### config.mk
export PLATFORM = sky130hd
export DESIGN_NAME = tcpu_queue
export DESIGN_NICKNAME = d
export VERILOG_FILES = /design/src/rtl/tcpu_queue.sv
export SDC_FILE = /design/constraint.sdc
export NUM_CORES = 1
export LEC_CHECK = 0
export ABC_CLOCK_PERIOD_IN_PS = 1600
export CAP_MARGIN = 10
export CORE_MARGIN = 5
export CORE_UTILIZATION = 55
export CTS_CLUSTER_DIAMETER = 120
export CTS_CLUSTER_SIZE = 16
export DETAILED_ROUTE_END_ITERATION = 8
export DONT_BUFFER_PORTS = 1
export GPL_ROUTABILITY_DRIVEN = 1
export PLACE_DENSITY = 0.72
export SLEW_MARGIN = 20
export SYNTH_ARGS = -nofsm -noshare
export SYNTH_HDL_FRONTEND = slang
export SYNTH_SLANG_ARGS = --single-unit
### constraint.sdc
create_clock -name clk -period 1.6 [get_ports clk]
set_input_delay 0.08 -clock clk [delete_from_list [all_inputs] [get_ports clk]]
set_output_delay 0.08 -clock clk [all_outputs]
set_load 0.05 [all_outputs]
### src/rtl/tcpu_queue.sv
// Short two-entry queue between the front and the back.
`default_nettype none
module tcpu_queue #(
  parameter int WIDTH = 8
) (
  input  wire logic             clk,
  input  wire logic             rst_n,
  input  wire logic             wr,
  input  wire logic [WIDTH-1:0] wdata,
  output      logic             full,
  input  wire logic             rd,
  output      logic [WIDTH-1:0] rdata,
  output      logic             empty
);
  logic [WIDTH-1:0] slot_r [2];
  logic       wp_r, rp_r;
  logic [1:0] cnt_r;
  assign full  = (cnt_r == 2'd2);
  assign empty = (cnt_r == 2'd0);
  assign rdata = slot_r[rp_r];
  always_ff @(posedge clk) begin
    if (!rst_n) begin
      wp_r <= 1'b0; rp_r <= 1'b0; cnt_r <= 2'd0;
    end else begin
      if (wr) wp_r <= ~wp_r;
      if (rd) rp_r <= ~rp_r;
      cnt_r <= cnt_r + {1'b0, wr} - {1'b0, rd};
    end
    if (wr) slot_r[wp_r] <= wdata;
  end
endmodule
`default_nettype wire

==> results.cfg <==
[pwr]
power_density_nw_per_um2 = 1236
p_comb_frac = 0.246
internal-power_uw = 829.6
swShare = 0.3031
p_leak_uw = 0.0003603
ir_drop_v = 0.0008366
power.switching_uw = 360.8
seq_power_share = 0.549
clkPwrFrac = 0.204

[cts]
clk_pin_slew_ps = 100
cts-buffers-inserted = 3
cts_tree = done
htreeDepth = 1
cts_resized = 0
clockBufferDepth = 2
clock_latency_ps = 300
root_buffer = clkbuf_4
cts_setup_buffers = 0
clock_sinks = 21
cts_hold_buf = 10

[finish]
final_cell_area_um2 = 963.4
n_antenna_cell = 0
finalNetCount = 77
synthToLayoutAreaGrowth_pct = 20.31
final_util = 0.7223
drive_gt1_frac = 0.2258
fill_cells = 89

[critical_path]
critPathMaxFanout = 9
worstRegToRegCells = 4
r2r_slack_ps = 120
critical_path.startpoint_type = register
crit_type = register to register
cp.required_ps = 1790
endpoint_kind = register
arrival_ps = 1670

[logic_synthesis]
ys_seq_area_frac = 0.7250
synth_edf_count = 16
syn_nets = 60
synth_top_family_by_area = multiplexers
synth_top_cell_area_share = 0.6000
synthCells = 46
synth_most_common_cell = edfxtp_1
yosys.area.top_type = edfxtp_1
synth_compound_area_frac = 0.009375
syn_area_um2 = 800.8
synth_mux_area_frac = 0.1125
ys_ff_latch = 21
async_flop_share = 0
synth_warnings = 0
synth_xor_area_frac = 0.03906
synthSimpleGateAreaFrac = 0.06719
synth_cell_types = 12
avgSynthCellArea_um2 = 17.41
netlist_top_cells_area = edfxtp_1 60%, dfxtp_1 13%, mux2_2 11%, and2_1 3.1%, ha_1 3.1%
synthAdderAreaFrac = 0.03125
synth_common_cells = 16 x edfxtp_1, 8 x mux2_2, 5 x dfxtp_1
synthFlopType = edfxtp_1

[place]
dpl_cell_area_um2 = 837.1
dp.final_hpwl_um = 931.7
gp_congestion = 0.7067
portBuffers = 0

[sta]
skew_ps = 1.526
max_slew_margin = 0.7564
max_freq_ghz = 0.6775
fin_tns_setup_ps = 0
worst_pin_slew_ps = 365.4
final-hold-violation-count = 0
fin_crit_sh = 0.9225
rsz0062_at_grt = false
timing.hold.ws_ps = 44.44
setup_viol = 0
slew_viol_final = 0
fin_crit_ps = 1476

[detailed_routing]
vias_per_cell = 5.494
wl_um = 1532
avgRoutedWirePerCell_um = 19.90
drt_iter0_markers = 7
vias = 423
drc = 0
drt_first_pass_iters = 3
ant_nets = 0

[grt]
track_usage = 0.1567
grt_pass1_wl_um = 2297
antenna_found_initial = 0
overflow = 0
grt_pass1_vias = 467
grt_max_degree = 12

[floorplanning]
boundaryPins = 22
design.core.area_um2 = 1334
die_y_um = 48.16
rows = 13
die_area_um2 = 2319
die_x_um = 48.16
initial_core_util = 0.6004

[run]
cap_viol_max_count = 0

[min_path]
min_delay_path_depth = 2
hp-class = input pin to register

[status]
status = finished clean
-- per-stage QoR --
step | cells | setup WS [ps] | total power, uW
floorplan | 46 | 449.0 | 877.5
global placement | 63 | 436.8 | 912.4
detailed placement | 63 | 363.2 | 926.3
CTS | 77 | 155.3 | 1184
global route | 77 | 71.48 | 1242
finish | 77 | 124.0 | 1190
-- flip-flops by register name, summed over array words and instances, names as in the netlist, named ones only --
name,count
slot_r,16
cnt_r,2
rp_r,1
wp_r,1
-- metal layers --
layer | wire length (um) | global-route usage | share of wire
met1 | 503 | 0.1569 | 0.33
met2 | 897 | 0.2943 | 0.59
met3 | 112 | 0.05904 | 0.073
met4 | 20 | 0.04839 | 0.013
met5 | 0 | 0 | 0
-- critical path: stages (launching register included) --
cell,delay (ps)
dfxtp_1,370
nor2b_1,60
buf_4,170
o21a_1,200
dlygate4sd3_1,560
-- cells by family after synthesis --
group	count (synthesis)
XOR/XNOR	2
adder cells (fa/ha/maj)	2
multiplexers	8
flip-flops	21
buffers and inverters	3
AND/OR/NAND/NOR	9
AO/OA/AOI/OAI	1
-- final cells by class --
| cell class | instances | area (um2) | area share |
|---|---|---|---|
| Sequential cell | 21 | 580.6 | 0.6026 |
| Multi-Input combinational cell | 22 | 207.7 | 0.2156 |
| Timing Repair Buffer | 13 | 122.6 | 0.1273 |
| Clock buffer | 4 | 26.28 | 0.02727 |
| Tap cell | 15 | 18.77 | 0.01948 |
| Inverter | 2 | 7.507 | 0.007792 |
-- cells in the final DEF, fill, tap and decap left out --
master,n
dlygate4sd3_1,10
xor2_1,1
and2_1,4
dfxtp_1,5
ha_1,2
clkbuf_4,3
clkbuf_1,1
nor2b_1,4
nor2_1,1
o21a_1,1
mux2_2,8
inv_1,2
edfxtp_1,16
buf_4,3
xnor3_1,1
-- final timing paths --
| check | endpoint | from |
|---|---|---|
| max | wp_r | wp_r |
| min | cnt_r[0] | wr |
| max reg2reg | wp_r | wp_r |
| min reg2reg | rp_r | rp_r |
-- power groups by stage --
stage                     Sequential, uW  Combinational (uW)  Clock, uW
after floorplan                      652                 225          0
after detailed placement             665                 262          0
after CTS                            653                 288        244
after global routing                 657                 305        279
after global placement               660                 252          0
final                                654                 293        243
Power figures use the tool's default switching activity.
