[src/rtl/tcpu_pkg.sv]
// Package of shared types, codes and constants for the toy CPU execute unit.
`default_nettype none
package tcpu_pkg;
  localparam int NUM_REGS_DEF    = 16;
  localparam int STACK_DEPTH_DEF = 256;
  localparam int IP_IDX          = 10;
  localparam int FL_IDX          = 11;
  localparam logic [15:0] SKIP_BYTES = 16'd4;
  localparam logic [1:0]  FIELD_SET  = 2'b01;
  localparam logic [1:0]  FIELD_MASK = 2'b11;

  typedef enum logic [2:0] {
    ST_OK = 3'd0, ST_KIND = 3'd1, ST_HALT = 3'd2,
    ST_OVER = 3'd3, ST_UNDER = 3'd4, ST_REG = 3'd5
  } status_t;

  localparam logic [4:0] OP_HLT = 5'd0,  OP_MOV = 5'd1,  OP_ADD = 5'd2,  OP_SUB = 5'd3;
  localparam logic [4:0] OP_XOR = 5'd4,  OP_OR  = 5'd5,  OP_MUL = 5'd6,  OP_INC = 5'd7;
  localparam logic [4:0] OP_DEC = 5'd8,  OP_CMP = 5'd9,  OP_JMP = 5'd10, OP_JIE = 5'd11;
  localparam logic [4:0] OP_JIG = 5'd12, OP_JIL = 5'd13, OP_JEG = 5'd14, OP_JEL = 5'd15;
  localparam logic [4:0] OP_JNE = 5'd16, OP_CALL = 5'd17, OP_RET = 5'd18;
  localparam logic [4:0] OP_PUSH = 5'd19, OP_POP = 5'd20;

  localparam logic [1:0] KIND_REG = 2'd0, KIND_IMM = 2'd1;

  // Classified instruction handed from the front to the back.
  typedef struct packed {
    logic [4:0]  op;
    status_t     status;   // ST_OK or an early error
    logic        use1_reg;
    logic        use2_reg;
    logic [15:0] a1;
    logic [15:0] a2;
  } uop_t;

  typedef struct packed {
    status_t     status;
    logic [15:0] ip_after;
    logic [15:0] flags_after;
    logic        reg_written;
    logic [3:0]  written_index;
    logic [15:0] written_value;
  } res_t;
endpackage
`default_nettype wire

[src/rtl/tcpu_front.sv]
// Front end: checks operand kinds and register indices, classifies the item.
`default_nettype none
module tcpu_front #(
  parameter int NUM_REGS = tcpu_pkg::NUM_REGS_DEF
) (
  input  wire logic [4:0]  op,
  input  wire logic [1:0]  k1,
  input  wire logic [1:0]  k2,
  input  wire logic [15:0] a1,
  input  wire logic [15:0] a2,
  output tcpu_pkg::uop_t   uop
);
  // 0 none, 1 register only, 2 register or immediate
  logic [1:0] need1, need2;
  logic kbad, ibad, kbad1, kbad2, ibad1, ibad2, unk, halt;

  always_comb begin
    need1 = 2'd0; need2 = 2'd0; unk = 1'b0; halt = 1'b0;
    case (op) inside
      tcpu_pkg::OP_HLT: halt = 1'b1;
      [tcpu_pkg::OP_MOV:tcpu_pkg::OP_MUL]: begin need1 = 2'd1; need2 = 2'd2; end
      tcpu_pkg::OP_INC, tcpu_pkg::OP_DEC, tcpu_pkg::OP_POP: need1 = 2'd1;
      tcpu_pkg::OP_CMP: begin need1 = 2'd2; need2 = 2'd2; end
      [tcpu_pkg::OP_JMP:tcpu_pkg::OP_CALL], tcpu_pkg::OP_PUSH: need1 = 2'd2;
      tcpu_pkg::OP_RET: need1 = 2'd0;
      default: unk = 1'b1;
    endcase
    kbad1 = (need1 != 2'd0) && ((k1 > 2'd1) || (need1 == 2'd1 && k1 == tcpu_pkg::KIND_IMM));
    kbad2 = (need2 != 2'd0) && ((k2 > 2'd1) || (need2 == 2'd1 && k2 == tcpu_pkg::KIND_IMM));
    ibad1 = (need1 != 2'd0) && k1 == tcpu_pkg::KIND_REG && a1 >= 16'(NUM_REGS);
    ibad2 = (need2 != 2'd0) && k2 == tcpu_pkg::KIND_REG && a2 >= 16'(NUM_REGS);
    kbad = kbad1 || kbad2;
    ibad = ibad1 || ibad2;
    uop.op = op;
    uop.a1 = a1;
    uop.a2 = a2;
    uop.use1_reg = (k1 == tcpu_pkg::KIND_REG);
    uop.use2_reg = (k2 == tcpu_pkg::KIND_REG);
    if (halt)             uop.status = tcpu_pkg::ST_HALT;
    else if (unk || kbad) uop.status = tcpu_pkg::ST_KIND;
    else if (ibad)        uop.status = tcpu_pkg::ST_REG;
    else                  uop.status = tcpu_pkg::ST_OK;
  end
endmodule
`default_nettype wire

[config.mk]
export PLATFORM = sky130hd
export DESIGN_NAME = tcpu_front
export DESIGN_NICKNAME = d
export VERILOG_FILES = /design/src/rtl/tcpu_pkg.sv /design/src/rtl/tcpu_front.sv
export SDC_FILE = /design/constraint.sdc
export NUM_CORES = 1
export LEC_CHECK = 0
export BUFFER_PORTS_ARGS = -buffer_cell sky130_fd_sc_hd__buf_4
export CORE_MARGIN = 2
export CORE_UTILIZATION = 32
export DETAILED_ROUTE_END_ITERATION = 8
export PLACE_DENSITY = 0.9
export SKIP_LAST_GASP = 1
export SYNTH_ARGS = -nofsm -noshare
export SYNTH_HDL_FRONTEND = slang
export SYNTH_SLANG_ARGS = --single-unit
[constraint.sdc]
create_clock -name vclk -period 2.6
set_input_delay 0.13 -clock vclk [all_inputs]
set_output_delay 0.13 -clock vclk [all_outputs]
set_load 0.01 [all_outputs]
==> results.json, run 1 <==
{
  "ir_drop_v": 0.0000792,
  "finalInstanceArea_um2": 734,
  "syn2layout_area_growth_pct": 44.6,
  "ff_latch_area_um2": 0,
  "setup_tns_ns": 0,
  "antenna_found_initial": 0,
  "clock.fmax_ghz": 0.616,
  "route.vias.total": 564,
  "synthCells": 71,
  "tightest_slew_ns": 0.357,
  "synth_top_area_share_pct": 56.2,
  "drive_gt1_share_pct": 72.7,
  "hold_path_class": "in -> out",
  "hold_violations": 0,
  "path_cells": "buf_4 -> or4_4 -> a21oi_2 -> a31oi_1 -> a32oi_1 -> nand2_1 -> buf_4",
  "num_rows": 14,
  "grt_pass1_vias": 512,
  "die_y_um": 43.8,
  "post-place-ws_ns": 0.976,
  "critical-path-slowest-cell": "or4_4",
  "initial_core_util_pct": 34.1,
  "drtIter0Drc": 1,
  "holdWs_ns": 0.260,
  "crit_path_start_kind": "input pin",
  "leakagePower_nw": 0.377,
  "io_buffers": 67,
  "seq_area_frac_synth_pct": 0,
  "synth_cell_type_count": 22,
  "max_slew_margin_pct": 76.2,
  "slowest_delay_ns": 0.51,
  "grt_setup_unrepaired": "no",
  "end_kind": "output pin",
  "synth_area_um2": 508,
  "dr.pass1.iters": 2,
  "clock_buffers": 0,
  "outcome": "finished clean",
  "grt_pass1_wl_um": 2030,
  "critPathArrivalTime_ns": 1.49,
  "syn_nets": 112,
  "antenna_left": 0,
  "final_cell_count_no_fill": 115,
  "grt_max_degree": 11,
  "synth.avg_cell_area_um2": 7.15,
  "fin_nets": 142,
  "crit_fanout": 10,
  "vias_per_cell": 4.90,
  "ctsHoldBuffers": 0,
  "placed_cell_area_um2": 734,
  "synth_top_cell_by_area": "buf_4",
  "core-area_um2": 1490,
  "timing.final.crit_share_pct": 62.4,
  "power_mw": 0.131,
  "worstSetupPathType": "in -> out",
  "drc": 0,
  "grt_remaining_overflow": 0,
  "fp.dieW_um": 43.8,
  "synth_area_leaders": "buf_4, nor4_1, a22oi_2",
  "power_density_nw_per_um2": 179,
  "die_area_um2": 1920,
  "cts_resized": 0,
  "critical_path_required_ns": 2.47,
  "yosys_warnings": 0,
  "wl_per_cell_um": 12.1,
  "place_inst": 115,
  "routed_wl_um": 1390,
  "grt_use_total_pct": 13.1,
  "fin_crit_ns": 1.62,
  "setup_ws_ns": 0.976,
  "num_antenna_cells": 0,
  "setup_viol": 0,
  "utilization_pct": 49.3,
  "cap_viol_max_count": 0,
  "place_congestion": 0.741,
  "post_cts_buffers": 0,
  "n_fill_cell": 154,
  "worst-path-buf-inv": 2,
  "crit_family": "simple AND/OR/NAND/NOR gates",
  "path_common_cell": "buf_4",
  "design.portCount": 83,
  "drv_slew": 0,
  "n_sequential_cell": 0
}
==> synth_stat cells, types with 2 or more instances <==
| cell | count |
|---|---|
| nor4_1 | 7 |
| buf_4 | 38 |
| nor3_1 | 2 |
| nor2_1 | 2 |
| a21oi_1 | 2 |
| nor2b_1 | 2 |
| nand2_1 | 3 |
==> power breakdown <==
group / switching, mW / total (mW) / internal, mW
logic: 0.0547 / 0.131 / 0.0765
clock network: 0 / 0 / 0
registers: 0 / 0 / 0
total: 0.0547 / 0.131 / 0.0765
==> cell usage in the layout, fill, tap and decap left out, types with 2 or more instances in the layout <==
master,netlist,final
buf_4,38,67
nor4_1,7,7
nand2_1,3,3
nor2_1,2,2
a21oi_1,2,2
nor2b_1,2,2
nor3_1,2,2
==> cell families after synthesis <==
| family | Yosys count | share of synthesized area, % |
|---|---|---|
| AND/OR/NAND/NOR | 20 | 22.9 |
| AO/OA/AOI/OAI | 12 | 18.7 |
| buffers and inverters | 39 | 58.4 |
==> final cells by class <==
type / instances / area (um^2) / share of cell area [%]
timing repair buffer: 67 / 503 / 68.5
multi-input combinational: 32 / 211 / 28.8
tap: 16 / 20.0 / 2.73
==> routing by layer <==
layer	vias to the layer above	GRT usage [%]	wire length, um
met1	247	13.1	445
met4	0	1.82	17
met3	4	1.67	185
met5	-	0	0
met2	37	27.9	744
li1	276	-	-
==> worst paths after layout <==
check	startpoint	to	slack (ns)	cells past startpoint
max	op[4]	uop[34]	0.98	7
min	a1[3]	uop[19]	0.26	0
Power figures use the tool's default switching activity.
==> run 2, diff against run 1 <==
--- a/config.mk
+++ b/config.mk
@@ -7,9 +7,9 @@
 export LEC_CHECK = 0
 export BUFFER_PORTS_ARGS = -buffer_cell sky130_fd_sc_hd__buf_4
 export CORE_MARGIN = 2
-export CORE_UTILIZATION = 32
+export CORE_UTILIZATION = 30
 export DETAILED_ROUTE_END_ITERATION = 8
-export PLACE_DENSITY = 0.9
+export PLACE_DENSITY = 0.86
 export SKIP_LAST_GASP = 1
 export SYNTH_ARGS = -nofsm -noshare
 export SYNTH_HDL_FRONTEND = slang
==> constraint.sdc (replaced) <==
create_clock -name vclk -period 1.54
set_input_delay 0.077 -clock vclk [all_inputs]
set_output_delay 0.077 -clock vclk [all_outputs]
set_load 0.01 [all_outputs]
==> run 2 against run 1 <==
  * Count of clock-buffer cells in the layout unchanged
  * Combinational power increased by 79%
  * Utilization increased by 1.5 points
  * Non-clock buffer count increased by 5
  * Critical path type unchanged
==> results.json, run 2 (synthesized netlist as in run 1, its figures left out) <==
{
  "grt_pass1_wl_um": 2190,
  "core-area_um2": 1540,
  "place_congestion": 0.725,
  "wl_per_cell_um": 11.9,
  "vias_per_cell": 4.96,
  "tightest_slew_ns": 0.325,
  "hold_violations": 0,
  "clock_buffers": 0,
  "crit_start": "op[1]",
  "initial_core_util_pct": 33.0,
  "grt_use_total_pct": 13.6,
  "critical-path-slowest-cell": "or4_4",
  "design.portCount": 83,
  "setup_viol": 0,
  "slowest_delay_ns": 0.54,
  "crit_path_start_kind": "input pin",
  "antenna_left": 0,
  "grt_setup_unrepaired": "yes",
  "placed_cell_area_um2": 772,
  "power_density_nw_per_um2": 300,
  "cap_viol_max_count": 0,
  "cts_resized": 0,
  "timing.final.crit_share_pct": 95.8,
  "grt_max_degree": 10,
  "route.vias.total": 595,
  "layout_common_cells": "buf_4, nor4_1, nand2_1",
  "drive_gt1_share_pct": 74.0,
  "ff_latch_area_um2": 0,
  "final_common_cell": "buf_4",
  "post_cts_buffers": 0,
  "fp.dieW_um": 45.2,
  "outcome": "finished clean",
  "setup_tns_ns": 0,
  "clock.fmax_ghz": 0.678,
  "die_area_um2": 2040,
  "critical_path_required_ns": 1.46,
  "routed_wl_um": 1430,
  "hpwl_um": 1320,
  "ctsHoldBuffers": 0,
  "end_kind": "output pin",
  "worstSetupPathType": "in -> out",
  "worst-path-buf-inv": 2,
  "io_buffers": 67,
  "endpoint": "uop[36]",
  "max_slew_margin_pct": 78.3,
  "hold_depth": 0,
  "fin_crit_ns": 1.48,
  "num_antenna_cells": 0,
  "hold_path_class": "in -> out",
  "path_cells": "buf_4 -> or4_4 -> a21oi_4 -> a21oi_1 -> a22oi_2 -> nor2b_1 -> buf_4",
  "ir_drop_v": 0.000148,
  "crit_fanout": 3,
  "drc": 0,
  "finalInstanceArea_um2": 783,
  "dr.pass1.iters": 2,
  "crit_family": "simple AND/OR/NAND/NOR gates",
  "fin_nets": 147,
  "crit_cells": 7,
  "num_rows": 14,
  "grt_remaining_overflow": 0,
  "die_y_um": 45.2,
  "syn2layout_area_growth_pct": 54.2,
  "path_common_cell": "buf_4",
  "grt_pass1_vias": 551,
  "n_sequential_cell": 0,
  "antenna_found_initial": 0,
  "critPathArrivalTime_ns": 1.40,
  "drv_slew": 0,
  "leakagePower_nw": 0.404,
  "drtIter0Drc": 1
}
run 2: worst min path at each step:
stage / from / slack, ns / end
2_1_floorplan: k2[0] / 0.20 / uop[32]
3_3_place_gp: a2[0] / 0.15 / uop[0]
3_5_place_dp: a2[0] / 0.15 / uop[0]
4_1_cts: a2[0] / 0.15 / uop[0]
5_1_grt: a1[1] / 0.15 / uop[17]
6_report: a1[1] / 0.15 / uop[17]
run 2: report_power, final:
part           leakage [nW]  total (mW)  switching, mW  internal, mW
logic                 0.404       0.235         0.0956         0.140
registers                 0           0              0             0
clock network             0           0              0             0
run 2: cell type report:
cell class / instances / area, um^2
tap: 16 / 20.0
fill: 155 / 758
multi-input combinational: 32 / 219
timing repair buffer: 72 / 544
run 2: metal layers:
layer	vias up	track usage (%)	part of all wire [%]
met5	-	0	0
met4	0	0	0
met3	0	0.400	11
met2	36	28.6	57
met1	272	15.5	32
li1	287	-	-
run 2: through the flow:
step                util [%]  hold slack (ns)  instances  power, mW  worst slack [ns]
floorplan                  -            0.197         71      0.143             0.177
global placement        50.1            0.154        120      0.227            0.0429
detailed placement      50.1            0.154        120      0.233            0.0550
CTS                     50.1            0.154        120      0.233            0.0544
global route            50.8            0.154        120      0.255          -0.00825
finish                  50.8            0.154        120      0.235            0.0647
